==> config.mk <==
export PLATFORM = sky130hd
export DESIGN_NAME = led_pattern_controller
export DESIGN_NICKNAME = d
export VERILOG_FILES = /design/src/sv/lpc_pkg.sv /design/src/sv/led_pattern_controller.sv
export SDC_FILE = /design/constraint.sdc
export NUM_CORES = 1
export LEC_CHECK = 0
export BUFFER_PORTS_ARGS = -buffer_cell sky130_fd_sc_hd__buf_2
export CELL_PAD_IN_SITES_DETAIL_PLACEMENT = 0
export CELL_PAD_IN_SITES_GLOBAL_PLACEMENT = 1
export CORE_UTILIZATION = 30
export CTS_CLUSTER_DIAMETER = 40
export CTS_CLUSTER_SIZE = 30
export DETAILED_ROUTE_END_ITERATION = 10
export PLACE_DENSITY_LB_ADDON = 0.1
export SETUP_SLACK_MARGIN = 0.02
export SLEW_MARGIN = 0
export SYNTH_ARGS = -nofsm -noshare
export SYNTH_HDL_FRONTEND = slang
export SYNTH_SLANG_ARGS = --single-unit
==> constraint.sdc <==
create_clock -name clk -period 10.1 [get_ports clk]
set_input_delay 0.505 -clock clk [delete_from_list [all_inputs] [get_ports clk]]
set_output_delay 0.505 -clock clk [all_outputs]
set_load 0.005 [all_outputs]
==> src/sv/lpc_pkg.sv <==
package lpc_pkg;

	// Build constants
	localparam int FIFO_DEPTH = 8;
	localparam int TIMER_BITS = 16;

	localparam int CFG_W   = 16;
	localparam int CIDX_W  = 2;
	localparam int ACT_W   = 3;
	localparam int CNT_W   = 20;
	localparam int MODE_W  = 2;
	localparam int QCNT_W  = 4;
	localparam int FILL_W  = $clog2(FIFO_DEPTH + 1);
	localparam int PTR_W   = (FIFO_DEPTH > 1) ? $clog2(FIFO_DEPTH) : 1;
	localparam int CMP_W   = (TIMER_BITS > CFG_W) ? TIMER_BITS : CFG_W;

	localparam logic [TIMER_BITS-1:0] TMR_MAX = '1;
	localparam logic [PTR_W-1:0]      PTR_LAST = PTR_W'(FIFO_DEPTH - 1);
	localparam logic [FILL_W-1:0]     FILL_FULL = FILL_W'(FIFO_DEPTH);

	// Register indexes
	localparam logic [CIDX_W-1:0] CFG_BLINK_ON  = 2'd0;
	localparam logic [CIDX_W-1:0] CFG_BLINK_GAP = 2'd1;
	localparam logic [CIDX_W-1:0] CFG_TOGGLE    = 2'd2;

	localparam logic [CFG_W-1:0] BLINK_ON_RST  = 16'd100;
	localparam logic [CFG_W-1:0] BLINK_GAP_RST = 16'd100;
	localparam logic [CFG_W-1:0] TOGGLE_RST    = 16'd500;

	// Action codes; anything above ACT_HOLD behaves as hold
	localparam logic [ACT_W-1:0] ACT_TICK   = 3'd0;
	localparam logic [ACT_W-1:0] ACT_ON     = 3'd1;
	localparam logic [ACT_W-1:0] ACT_OFF    = 3'd2;
	localparam logic [ACT_W-1:0] ACT_TOGGLE = 3'd3;
	localparam logic [ACT_W-1:0] ACT_BLINK  = 3'd4;
	localparam logic [ACT_W-1:0] ACT_HOLD   = 3'd5;

	// Reported mode codes
	localparam logic [MODE_W-1:0] MODE_CODE_STEADY = 2'd0;
	localparam logic [MODE_W-1:0] MODE_CODE_TOGGLE = 2'd1;
	localparam logic [MODE_W-1:0] MODE_CODE_BLINK  = 2'd2;

	typedef enum logic [2:0] {
		RUN_STEADY = 3'b001,
		RUN_TOGGLE = 3'b010,
		RUN_BLINK  = 3'b100
	} run_mode_t;

	// Net level effect of a run of queued on/off/toggle/hold requests
	typedef enum logic [1:0] {
		LVL_KEEP = 2'd0,
		LVL_ON   = 2'd1,
		LVL_OFF  = 2'd2
	} lvl_set_t;

	// A queued segment: non-blink requests collapsed, closed by one blink
	typedef struct packed {
		lvl_set_t          lvl;
		logic [FILL_W-1:0] ncmd;
		logic [CNT_W-1:0]  cnt;
	} seg_t;

	typedef struct packed {
		logic              led_level;
		logic [MODE_W-1:0] mode;
		logic              dropped;
		logic [QCNT_W-1:0] queued;
	} res_t;

	function automatic logic apply_lvl(lvl_set_t s, logic cur);
		logic r;
		r = cur;
		unique case (s)
			LVL_ON:   r = 1'b1;
			LVL_OFF:  r = 1'b0;
			LVL_KEEP: r = cur;
			default:  r = cur;
		endcase
		return r;
	endfunction

	function automatic logic [MODE_W-1:0] mode_code(run_mode_t m);
		logic [MODE_W-1:0] r;
		r = MODE_CODE_STEADY;
		unique case (m)
			RUN_STEADY: r = MODE_CODE_STEADY;
			RUN_TOGGLE: r = MODE_CODE_TOGGLE;
			RUN_BLINK:  r = MODE_CODE_BLINK;
			default:    r = MODE_CODE_STEADY;
		endcase
		return r;
	endfunction

	// Timer reached its limit; limits above the timer range act as its max
	function automatic logic timer_done(logic [TIMER_BITS-1:0] t, logic [CFG_W-1:0] lim);
		return (CMP_W'(t) >= CMP_W'(lim)) || (t == TMR_MAX);
	endfunction

endpackage

==> src/sv/led_pattern_controller.sv <==
// LED pattern controller: drives one LED level from a stream of requests.
// Input channel (in_valid/in_ready): action and blink_count. Action 0 is a
// millisecond tick, 1 on, 2 off, 3 toggle, 4 blink, 5 hold (6, 7 as hold).
// Output channel (out_valid/out_ready): one result per request with the
// LED level, the mode, a drop flag and the number of queued requests.
// Config port: cfg_write with cfg_index/cfg_data; the user must write it only
// while idle, which the block does not enforce. Indexes 0..2 are blink on time,
// blink gap and toggle half period. The result is registered (result register,
// or skid while the receiver stalls). Throughput: one request per cycle while
// in_ready is high, set by the single state update before the result register.
// Requests that arrive during a blink sequence are queued. The queue keeps
// non-blink requests folded into segments closed by a blink, so the end of
// a sequence pops one segment however many requests it held.
// Receiver stall: a two-entry output buffer (result register plus skid)
// keeps in_ready high while one result waits; it drops only when both fill.
// Reset (arst_n low): LED off, steady mode, queue empty, timers at 0 and the
// config registers at 100 / 100 / 500 ticks.
module led_pattern_controller
	import lpc_pkg::*;
(
	input  logic              clk,
	input  logic              arst_n,
	input  logic              in_valid,
	output logic              in_ready,
	input  logic [ACT_W-1:0]  action,
	input  logic [CNT_W-1:0]  blink_count,
	output logic              out_valid,
	input  logic              out_ready,
	output logic              led_level,
	output logic [MODE_W-1:0] mode,
	output logic              command_dropped,
	output logic [QCNT_W-1:0] queued_commands,
	input  logic              cfg_write,
	input  logic [CIDX_W-1:0] cfg_index,
	input  logic [CFG_W-1:0]  cfg_data
);

	// config registers
	logic [CFG_W-1:0] blink_on_q, blink_gap_q, toggle_half_q;

	// LED state
	logic                  level_q, level_d;
	run_mode_t             mode_q, mode_d;
	logic [TIMER_BITS-1:0] timer_q, timer_d, timer_inc;
	logic [CNT_W-1:0]      left_q, left_d;
	logic                  in_gap_q, in_gap_d;

	// queue bookkeeping
	logic [FILL_W-1:0] fill_q, fill_d;
	seg_t              seg_mem_q [FIFO_DEPTH];
	logic [PTR_W-1:0]  seg_head_q, seg_tail_q;
	logic [FILL_W-1:0] seg_cnt_q;
	seg_t              seg_head, seg_new;
	logic              seg_push, seg_pop;

	// open segment: requests queued after the last queued blink
	lvl_set_t          open_lvl_q, open_lvl_d;
	logic              open_tgl_q, open_tgl_d;
	logic [FILL_W-1:0] open_cnt_q, open_cnt_d;

	// output buffer
	res_t res_new, out_q, skid_q;
	logic out_valid_q, skid_valid_q;
	logic accept, take;
	logic dropped;
	logic [FILL_W+QCNT_W-1:0] fill_ext;

	assign in_ready = !skid_valid_q;
	assign accept   = in_valid && in_ready;
	assign take     = out_valid_q && out_ready;

	assign timer_inc = (timer_q == TMR_MAX) ? timer_q : timer_q + 1'b1;
	assign seg_head  = seg_mem_q[seg_head_q];

	always_comb begin
		level_d    = level_q;
		mode_d     = mode_q;
		timer_d    = timer_q;
		left_d     = left_q;
		in_gap_d   = in_gap_q;
		fill_d     = fill_q;
		open_lvl_d = open_lvl_q;
		open_tgl_d = open_tgl_q;
		open_cnt_d = open_cnt_q;
		seg_push   = 1'b0;
		seg_pop    = 1'b0;
		dropped    = 1'b0;
		seg_new.lvl  = open_lvl_q;
		seg_new.ncmd = open_cnt_q + 1'b1;
		seg_new.cnt  = (blink_count == '0) ? CNT_W'(1) : blink_count;

		if (accept) begin
			if (action == ACT_TICK) begin
				unique case (mode_q)
					RUN_TOGGLE: begin
						timer_d = timer_inc;
						if (timer_done(timer_inc, toggle_half_q)) begin
							level_d = !level_q;
							timer_d = '0;
						end
					end
					RUN_BLINK: begin
						timer_d = timer_inc;
						if (!in_gap_q) begin
							if (timer_done(timer_inc, blink_on_q)) begin
								timer_d = '0;
								if (left_q <= CNT_W'(1)) begin
									// last inversion over: run queued requests up to next blink
									if (seg_cnt_q != '0) begin
										seg_pop  = 1'b1;
										level_d  = !apply_lvl(seg_head.lvl, !level_q);
										left_d   = seg_head.cnt;
										in_gap_d = 1'b0;
										fill_d   = fill_q - seg_head.ncmd;
									end else begin
										left_d     = '0;
										level_d    = apply_lvl(open_lvl_q, !level_q);
										mode_d     = (open_cnt_q != '0 && open_tgl_q) ?
											RUN_TOGGLE : RUN_STEADY;
										fill_d     = '0;
										open_lvl_d = LVL_KEEP;
										open_tgl_d = 1'b0;
										open_cnt_d = '0;
									end
								end else begin
									level_d  = !level_q;
									left_d   = left_q - 1'b1;
									in_gap_d = 1'b1;
								end
							end
						end else if (timer_done(timer_inc, blink_gap_q)) begin
							level_d  = !level_q;
							timer_d  = '0;
							in_gap_d = 1'b0;
						end
					end
					RUN_STEADY: ;
					default: ;
				endcase
			end else if (mode_q == RUN_BLINK) begin
				if (fill_q >= FILL_FULL) begin
					dropped = 1'b1;
				end else begin
					fill_d = fill_q + 1'b1;
					unique case (action)
						ACT_BLINK: begin
							seg_push   = 1'b1;
							open_lvl_d = LVL_KEEP;
							open_tgl_d = 1'b0;
							open_cnt_d = '0;
						end
						ACT_ON: begin
							open_lvl_d = LVL_ON;
							open_tgl_d = 1'b0;
							open_cnt_d = open_cnt_q + 1'b1;
						end
						ACT_OFF: begin
							open_lvl_d = LVL_OFF;
							open_tgl_d = 1'b0;
							open_cnt_d = open_cnt_q + 1'b1;
						end
						ACT_TOGGLE: begin
							open_tgl_d = 1'b1;
							open_cnt_d = open_cnt_q + 1'b1;
						end
						default: begin
							open_tgl_d = 1'b0;
							open_cnt_d = open_cnt_q + 1'b1;
						end
					endcase
				end
			end else begin
				unique case (action)
					ACT_ON: begin
						level_d = 1'b1;
						mode_d  = RUN_STEADY;
					end
					ACT_OFF: begin
						level_d = 1'b0;
						mode_d  = RUN_STEADY;
					end
					ACT_TOGGLE: begin
						mode_d  = RUN_TOGGLE;
						timer_d = '0;
					end
					ACT_BLINK: begin
						left_d   = seg_new.cnt;
						level_d  = !level_q;
						in_gap_d = 1'b0;
						timer_d  = '0;
						mode_d   = RUN_BLINK;
					end
					default: mode_d = RUN_STEADY;
				endcase
			end
		end
	end

	assign fill_ext          = {{QCNT_W{1'b0}}, fill_d};
	assign res_new.led_level = level_d;
	assign res_new.mode      = mode_code(mode_d);
	assign res_new.dropped   = dropped;
	assign res_new.queued    = fill_ext[QCNT_W-1:0];

	// control state
	always_ff @(posedge clk or negedge arst_n) begin
		if (!arst_n) begin
			blink_on_q    <= BLINK_ON_RST;
			blink_gap_q   <= BLINK_GAP_RST;
			toggle_half_q <= TOGGLE_RST;
			level_q       <= 1'b0;
			mode_q        <= RUN_STEADY;
			timer_q       <= '0;
			left_q        <= '0;
			in_gap_q      <= 1'b0;
			fill_q        <= '0;
			seg_head_q    <= '0;
			seg_tail_q    <= '0;
			seg_cnt_q     <= '0;
			open_lvl_q    <= LVL_KEEP;
			open_tgl_q    <= 1'b0;
			open_cnt_q    <= '0;
			out_valid_q   <= 1'b0;
			skid_valid_q  <= 1'b0;
		end else begin
			if (cfg_write) begin
				unique case (cfg_index)
					CFG_BLINK_ON:  blink_on_q    <= cfg_data;
					CFG_BLINK_GAP: blink_gap_q   <= cfg_data;
					CFG_TOGGLE:    toggle_half_q <= cfg_data;
					default: ;
				endcase
			end
			level_q    <= level_d;
			mode_q     <= mode_d;
			timer_q    <= timer_d;
			left_q     <= left_d;
			in_gap_q   <= in_gap_d;
			fill_q     <= fill_d;
			open_lvl_q <= open_lvl_d;
			open_tgl_q <= open_tgl_d;
			open_cnt_q <= open_cnt_d;
			if (seg_push) begin
				seg_tail_q <= (seg_tail_q == PTR_LAST) ? '0 : seg_tail_q + 1'b1;
			end
			if (seg_pop) begin
				seg_head_q <= (seg_head_q == PTR_LAST) ? '0 : seg_head_q + 1'b1;
			end
			// push and pop never meet: pushes come with requests, pops with ticks
			if (seg_push) begin
				seg_cnt_q <= seg_cnt_q + 1'b1;
			end else if (seg_pop) begin
				seg_cnt_q <= seg_cnt_q - 1'b1;
			end

			if (skid_valid_q) begin
				if (take) begin
					skid_valid_q <= 1'b0;
				end
			end else if (accept) begin
				if (out_valid_q && !take) begin
					skid_valid_q <= 1'b1;
				end else begin
					out_valid_q <= 1'b1;
				end
			end else if (take) begin
				out_valid_q <= 1'b0;
			end
		end
	end

	// payload
	always_ff @(posedge clk) begin
		if (seg_push) begin
			seg_mem_q[seg_tail_q] <= seg_new;
		end
		if (skid_valid_q) begin
			if (take) begin
				out_q <= skid_q;
			end
		end else if (accept) begin
			if (out_valid_q && !take) begin
				skid_q <= res_new;
			end else begin
				out_q <= res_new;
			end
		end
	end

	assign out_valid       = out_valid_q;
	assign led_level       = out_q.led_level;
	assign mode            = out_q.mode;
	assign command_dropped = out_q.dropped;
	assign queued_commands = out_q.queued;

`ifndef NO_ASSERTIONS
	// queue only holds requests while a blink sequence runs
	a_queue_only_in_blink: assert property (@(posedge clk) disable iff (!arst_n)
		(mode_q != RUN_BLINK) |-> (fill_q == '0 && seg_cnt_q == '0 && open_cnt_q == '0))
		else $error("queue not empty outside blink sequence");

	// every closed segment and the open one account for queued requests
	a_seg_le_fill: assert property (@(posedge clk) disable iff (!arst_n)
		(FILL_W'(seg_cnt_q + open_cnt_q) <= fill_q))
		else $error("segment bookkeeping exceeds fill");

	// a running sequence always has a blink left and the gap state needs one
	a_blink_left: assert property (@(posedge clk) disable iff (!arst_n)
		(mode_q == RUN_BLINK) |-> (left_q != '0))
		else $error("blink sequence with no blink left");

	a_gap_in_blink: assert property (@(posedge clk) disable iff (!arst_n)
		in_gap_q |-> (mode_q == RUN_BLINK))
		else $error("gap state outside blink sequence");

	// a dropped request is only reported with a full queue
	a_drop_full: assert property (@(posedge clk) disable iff (!arst_n)
		(accept && dropped) |=> (fill_q == FILL_FULL && mode_q == RUN_BLINK))
		else $error("request dropped without full queue");
`endif

endmodule

==> metrics.yaml, run 1 <==
pwr:
  peakVddDrop_mv: 0.134
  power_mw: 4.55
  comb_power_share_pct: 16.4
  internal-power_mw: 3.21
  p_per_area_mw_per_mm2: 233
  seq_power_share_pct: 39.9
  clockPowerShare_pct: 43.8
  p_sw_mw: 1.34
  sw_frac_of_total_pct: 29.5
  leakagePower_nw: 7.23
sta:
  fin_setup_tns_ns: 0
  slew_viol_final: 0
  worst_pin_slew_ns: 0.992
  finalHoldViolCount: 0
  slew-limit-headroom_pct: 33.7
  rsz0062_at_grt: "false"
  setup_viol_count_final: 0
  period_needed_ns: 5.18
  period_share_pct: 51.3
  clock.fmax_mhz: 193
  fin_worst_skew_ns: 0.0363
worst_setup_path:
  crit_chain: "ha_1, nand3_1, or4_1, nand3_1, xnor2_1, ha_1, nand4_1, nor3_1, o2111ai_1, nand3_1, a31oi_1, buf_4, or4b_1, nand2_1, mux2_2"
  cp_max_fo: 15
  crit_top_cell: "nand3_1"
  start_kind: "flip-flop"
  required_ns: 10.56
  end_kind: "flip-flop"
  slowest_stage: "or4_1"
  worstSetupPathType: "flip-flop to flip-flop"
  worst_path_largest_cell_delay_ns: 0.89
  critPathArrivalTime_ns: 5.64
cts:
  cts_tree: "done"
  cts_buffer_depth: 3
  path_clk_slew_ns: 0.05
  clk_latency_ns: 0.61
  htreeDepth: 2
  post_cts_resized: 0
  ctsHoldBuffers: 1
  clock-sinks: 336
  cts_root_buf: "clkbuf_16"
  cts_buffers: 57
  cts_setup_buffers: 0
floorplan:
  initial_core_util_pct: 30.4
  dieArea_sq_mm: 0.0557
  num_rows: 85
  ioPinCount: 56
  core_sq_mm: 0.0539
  fp.dieH_um: 236
  die_w_um: 236
routing:
  ant_nets: 0
  drt_wl_total_um: 43300
  wl_per_cell_um: 20.9
  drtIter0Drc: 638
  routed_via_density: 5.01
  vias: 10400
  firstDrtPassIters: 5
  drc: 0
layout:
  fin_cells: 2074
  stdcell_area_sq_mm: 0.0195
  fin_nets: 1443
  utilization_pct: 36.2
  syn2layout_area_growth_pct: 18.8
  num_antenna_cells: 0
  drive_gt1_share_pct: 23.5
grt:
  grt_overflow: 0
  grtUsageTotal_pct: 15.9
  grt_pass1_wl_um: 67600
  grt_max_degree: 54
  grt_pass1_vias: 10800
  antenna_found_initial: 1
synthesis:
  synth-main-ff-cell: "edfxtp_1"
  synth_cell_types: 73
  synthTopCellsByArea: "edfxtp_1, dfrtp_1, mux4_2"
  synth_most_common_cell: "edfxtp_1"
  synth_nets: 1389
  yosysSeqAreaShare_pct: 58.1
  ys_warn_count: 0
  netlist_instances: 1275
  async_flop_share_pct: 33.3
  synth_top_cell_by_area: "edfxtp_1"
  synth_area_sq_mm: 0.0164
  synth-edff-count: 224
  synth_common_cells: "edfxtp_1, dfrtp_1, nand2_1"
  syn_area_per_cell_sq_um: 12.9
  synth_top_area_share_pct: 41.0
  ys_ff_latch: 336
place:
  dp_cells: 1965
  gp_congestion: 0.760
  placed_cell_area_sq_mm: 0.0175
  dp_hpwl_um: 27300
  port_buffers: 55
run_status:
  status: "complete, no violations"
hold_path:
  hold_path.class: "primary input to flip-flop"
flow_run:
  drv_cap: 0
-- routing by layer --
metal	up-vias	track usage (%)	share of wire, %
met3	51	2.64	3.5
met1	5232	21.7	47
met4	2	4.30	1.7
met5	-	0	0.030
li1	4938	-	-
met2	168	26.1	48
-- worst paths after layout --
kind / from / to / slack (ns) / depth (start not counted)
worst max-delay path: timer_q[0] / seg_cnt_q[2] / 4.92 / 15
worst min-delay path: out_ready / skid_valid_q / 0.11 / 2
worst max register to register: timer_q[0] / seg_cnt_q[2] / 4.92 / 15
worst min register to register: open_tgl_q / open_tgl_q / 0.49 / 1
max in group asynchronous: arst_n / seg_tail_q[1] / 8.71 / 3
min in group asynchronous: arst_n / timer_q[13] / 0.42 / 2
-- cells in the final DEF, fill, tap and decap left out, types with 5 or more instances in the layout --
cell type and n:
buf_2 54, mux2_2 52, or4_1 8, clkbuf_16 58, edfxtp_1 224, or3_1 12
o21a_1 10, clkinvlp_4 9, mux2i_1 26, inv_1 77, a21oi_1 53, bufinv_16 7
nand2b_1 11, nand4_1 8, nand3_1 22, ha_1 66, clkinv_2 6, dfrtp_1 96
inv_6 8, o211ai_1 18, nor3_1 37, xor2_1 14, clkinv_4 7, clkinv_1 7
o21ai_0 61, a221oi_1 5, o31ai_1 9, nor4_1 14, nor2_1 55, xnor2_1 18
mux4_2 52, buf_4 26, dfstp_2 13, a31oi_1 11, and3_1 7, nand2_1 97
a21o_1 6, a211oi_1 11
-- area by class of cell --
cell class	instances	area (sq um)
multi-input combinational	775	6310
sequential	336	9550
timing repair buffer	81	475
clock inverter	49	559
tap	696	871
fill	5205	34400
inverter	78	293
clock buffer	59	1460
-- state kept, by name (all words and copies together) (netlist names), 8 cells and up --
name,cells
timer_q,16
blink_on_q,16
seg_mem_q,208
left_q,20
blink_gap_q,16
toggle_half_q,16
skid_q,8
-- through the flow --
stage               setup WS (ns)  hold WS, ns
floorplan                    5.13        0.209
global placement             5.05        0.474
detailed placement           5.00        0.481
CTS                          4.97       0.0745
global route                 4.51        0.103
finish                       4.92        0.114
-- worst max-delay path: cells and delay by family, from the launching register on --
family	cells	cell delay, ns
AO/OA/AOI/OAI	2	0.28
XOR/XNOR	1	0.15
adder cells (fa/ha/maj)	2	0.65
buffers and inverters	1	0.21
flip-flops	1	0.52
multiplexers	1	0.36
AND/OR/NAND/NOR	8	2.85
-- kinds of logic (layout without fill, tap and decap cells) --
group	Yosys count	in the layout	share of synthesized area [%]
AO/OA/AOI/OAI	233	233	9.27
XOR/XNOR	32	32	1.71
adder cells (fa/ha/maj)	68	68	5.27
buffers and inverters	164	267	3.82
flip-flops	336	336	58.1
multiplexers	130	130	12.3
AND/OR/NAND/NOR	312	312	9.51
-- power groups by stage --
stage / logic, mW / registers [mW] / clock network, mW
floorplan: 0.537 / 1.78 / 0
global placement: 0.750 / 1.84 / 0
detailed placement: 0.755 / 1.84 / 0
CTS: 0.763 / 1.82 / 2.05
global route: 0.847 / 1.84 / 2.10
finish: 0.744 / 1.81 / 1.99
Note: power is estimated with default switching activity, not from simulation.
==> inputs of run 2 (changes only) <==
==> constraint.sdc (replaced) <==
create_clock -name clk -period 5.2 [get_ports clk]
set_input_delay 0.26 -clock clk [delete_from_list [all_inputs] [get_ports clk]]
set_output_delay 0.26 -clock clk [all_outputs]
set_load 0.005 [all_outputs]
==> run 2 against run 1 <==
  * Design area up 4.0%
  * Total power up 110%
  * Cell count up 2.8%
  * Sequential cell count unchanged
  * Clock power up 130%
  * Worst hold slack worse by 0.085 ns
  * Sequential share of layout area down 1.9 points
  * Critical path type unchanged
  * Critical endpoint is now seg_cnt_q[1]
==> metrics.yaml, run 2 (synthesis gave the netlist of run 1 again) <==
routing:
  vias: 10600  # +1.7%
  routed_via_density: 4.95  # -1.1%
  drt_wl_total_um: 44100  # +1.7%
  wl_per_cell_um: 20.7  # -1.0%
  drc: 0  # unchanged
  ant_nets: 0  # unchanged
  firstDrtPassIters: 5  # unchanged
  drtIter0Drc: 605  # -5.2%
pwr:
  peakVddDrop_mv: 0.257  # +92%
  p_per_area_mw_per_mm2: 470  # +100%
  leakagePower_nw: 7.60  # +5.1%
  power_mw: 9.54  # +110%
sta:
  setup_ws_ns: 0.427  # -4.49 ns
  period_needed_ns: 4.77  # -0.407 ns
  finalHoldViolCount: 0  # unchanged
  period_share_pct: 91.8  # +40 points
  worst_pin_slew_ns: 1.03  # +0.0332 ns
  rsz0062_at_grt: "false"
  fin_setup_tns_ns: 0  # unchanged
  slew-limit-headroom_pct: 31.5  # -2.2 points
  slew_viol_final: 0  # unchanged
  fin_worst_skew_ns: 0.0256  # -0.0107 ns
  clock.fmax_mhz: 210  # +8.5%
  setup_viol_count_final: 0  # unchanged
worst_setup_path:
  end_kind: "flip-flop"
  start_kind: "flip-flop"
  cp_max_fo: 12  # -3
  critPathArrivalTime_ns: 5.23  # -0.41 ns
  required_ns: 5.65  # -4.91 ns
  worstSetupPathType: "flip-flop to flip-flop"
hold_path:
  hold_path.class: "primary input to flip-flop"
place:
  gp_congestion: 0.773  # +1.8%
  dp_hpwl_um: 27800  # +1.7%
  post-place-ws_ns: 0.291  # -4.71 ns
  port_buffers: 55  # unchanged
  dp_cells: 1975  # +0.51%
layout:
  top_register: "seg_mem_q"
  multi_input_area_sq_mm: 0.00632  # +0.16%
  layout_common_cells: "edfxtp_1, nand2_1, dfrtp_1"
  nFillCells: 5195  # -0.19%
  largest_reg_flops: 208  # unchanged
  drive_gt1_share_pct: 24.4  # +0.93 points
  reg_top3: "seg_mem_q x208, left_q x20"
  utilization_pct: 37.6  # +1.4 points
  num_antenna_cells: 0  # unchanged
  syn2layout_area_growth_pct: 23.6
  fin_nets: 1495  # +3.6%
  seq_area_sq_mm: 0.00955  # unchanged
  layout_commonest_cell: "edfxtp_1"
  fin_cells: 2132  # +2.8%
grt:
  grt_pass1_wl_um: 69200  # +2.5%
  grtUsageTotal_pct: 16.4  # +0.50 points
  antenna_found_initial: 1  # unchanged
  grt_max_degree: 46  # -15%
  grt_pass1_vias: 11100  # +3.5%
  grt_overflow: 0  # unchanged
cts:
  path_clk_slew_ns: 0.05  # about the same
  htreeDepth: 3  # +1
  cts_setup_buffers: 0  # unchanged
  cts_tree: "done"
  cts_root_buf: "clkbuf_16"
  clk_latency_ns: 0.59  # -0.02 ns
  clock-sinks: 336  # unchanged
  cts_buffer_depth: 3  # unchanged
  cts_buffers: 69  # +21%
flow_run:
  drv_cap: 0  # unchanged
floorplan:
  die_w_um: 236  # unchanged
  dieArea_sq_mm: 0.0557  # unchanged
  fp.dieH_um: 236  # unchanged
  num_rows: 85  # unchanged
  initial_core_util_pct: 30.4  # unchanged
  core_sq_mm: 0.0539  # unchanged
  ioPinCount: 56  # unchanged
run_status:
  status: "complete, no violations"
## run 2: changes by cell type in the layout (fill, tap and decap cells not counted), sizes merged
cell,delta
bufinv,+2
clkbuf,+16
inv,+3
dlygate4sd3,+30
buf,+10
clkinv,-3
## run 2: timing repair
item,in CTS,in global routing
hold endpoints to repair,174,0
hold buffers,31,0
resized for setup,0,2
endpoints found under the setup margin,0,5
## run 2: metal layers
layer	track usage, %	up-vias	share of wire (%)
li1	-	5051	-
met1	22.5	5273	49
met2	25.9	172	46
met3	3.29	66	3.2
met4	5.21	2	2.2
met5	0	-	0.029
## run 2: worst paths after layout
| kind | from | endpoint | slack [ns] | depth (start not counted) |
|---|---|---|---|---|
| setup reg to reg | timer_q[1] | seg_cnt_q[1] | 0.43 | 15 |
| max in group asynchronous | arst_n | left_q[6] | 4.02 | 3 |
| hold / removal | blink_count[5] | seg_mem_q[5][5] | 0.03 | 1 |
| setup / recovery | timer_q[1] | seg_cnt_q[1] | 0.43 | 15 |
| min in group asynchronous | arst_n | timer_q[13] | 0.19 | 2 |
| hold reg to reg | open_tgl_q | open_tgl_q | 0.50 | 1 |
## run 2: where the power goes
part,total [mW],switching (mW),internal [mW]
Combinational,1.50,0.891,0.604
Sequential,3.53,0.289,3.24
Clock,4.52,1.56,2.96
Total,9.54,2.74,6.80
## run 2: final cells by class
| type | instances | area share (%) |
|---|---|---|
| Clock buffer | 75 | 8.72 |
| Clock inverter | 51 | 3.03 |
| Inverter | 78 | 1.44 |
| Multi-Input combinational cell | 775 | 31.1 |
| Sequential cell | 336 | 47.1 |
| Tap cell | 696 | 4.29 |
| Timing Repair Buffer | 121 | 4.32 |
## run 2: through the flow
stage | hold WS [ns] | area, sq um
6_report | 0.0291 | 20300
2_1_floorplan | -0.0356 | 16400
5_1_grt | 0.00317 | 20300
4_1_cts | 0.0000387 | 20300
3_5_place_dp | 0.276 | 17600
3_3_place_gp | 0.277 | 17600
## run 2: critical path, cell delays in order (launching register included)
cell	delay [ns]
dfrtp_1	0.46
ha_1	0.31
nand3_1	0.21
or4_4	0.70
nand3_1	0.13
xnor2_1	0.14
ha_1	0.33
nand4_1	0.11
nor3_1	0.31
o2111ai_1	0.17
nand3_1	0.22
a31oi_1	0.07
buf_4	0.21
or4b_1	0.69
nand2_1	0.20
mux2_2	0.36
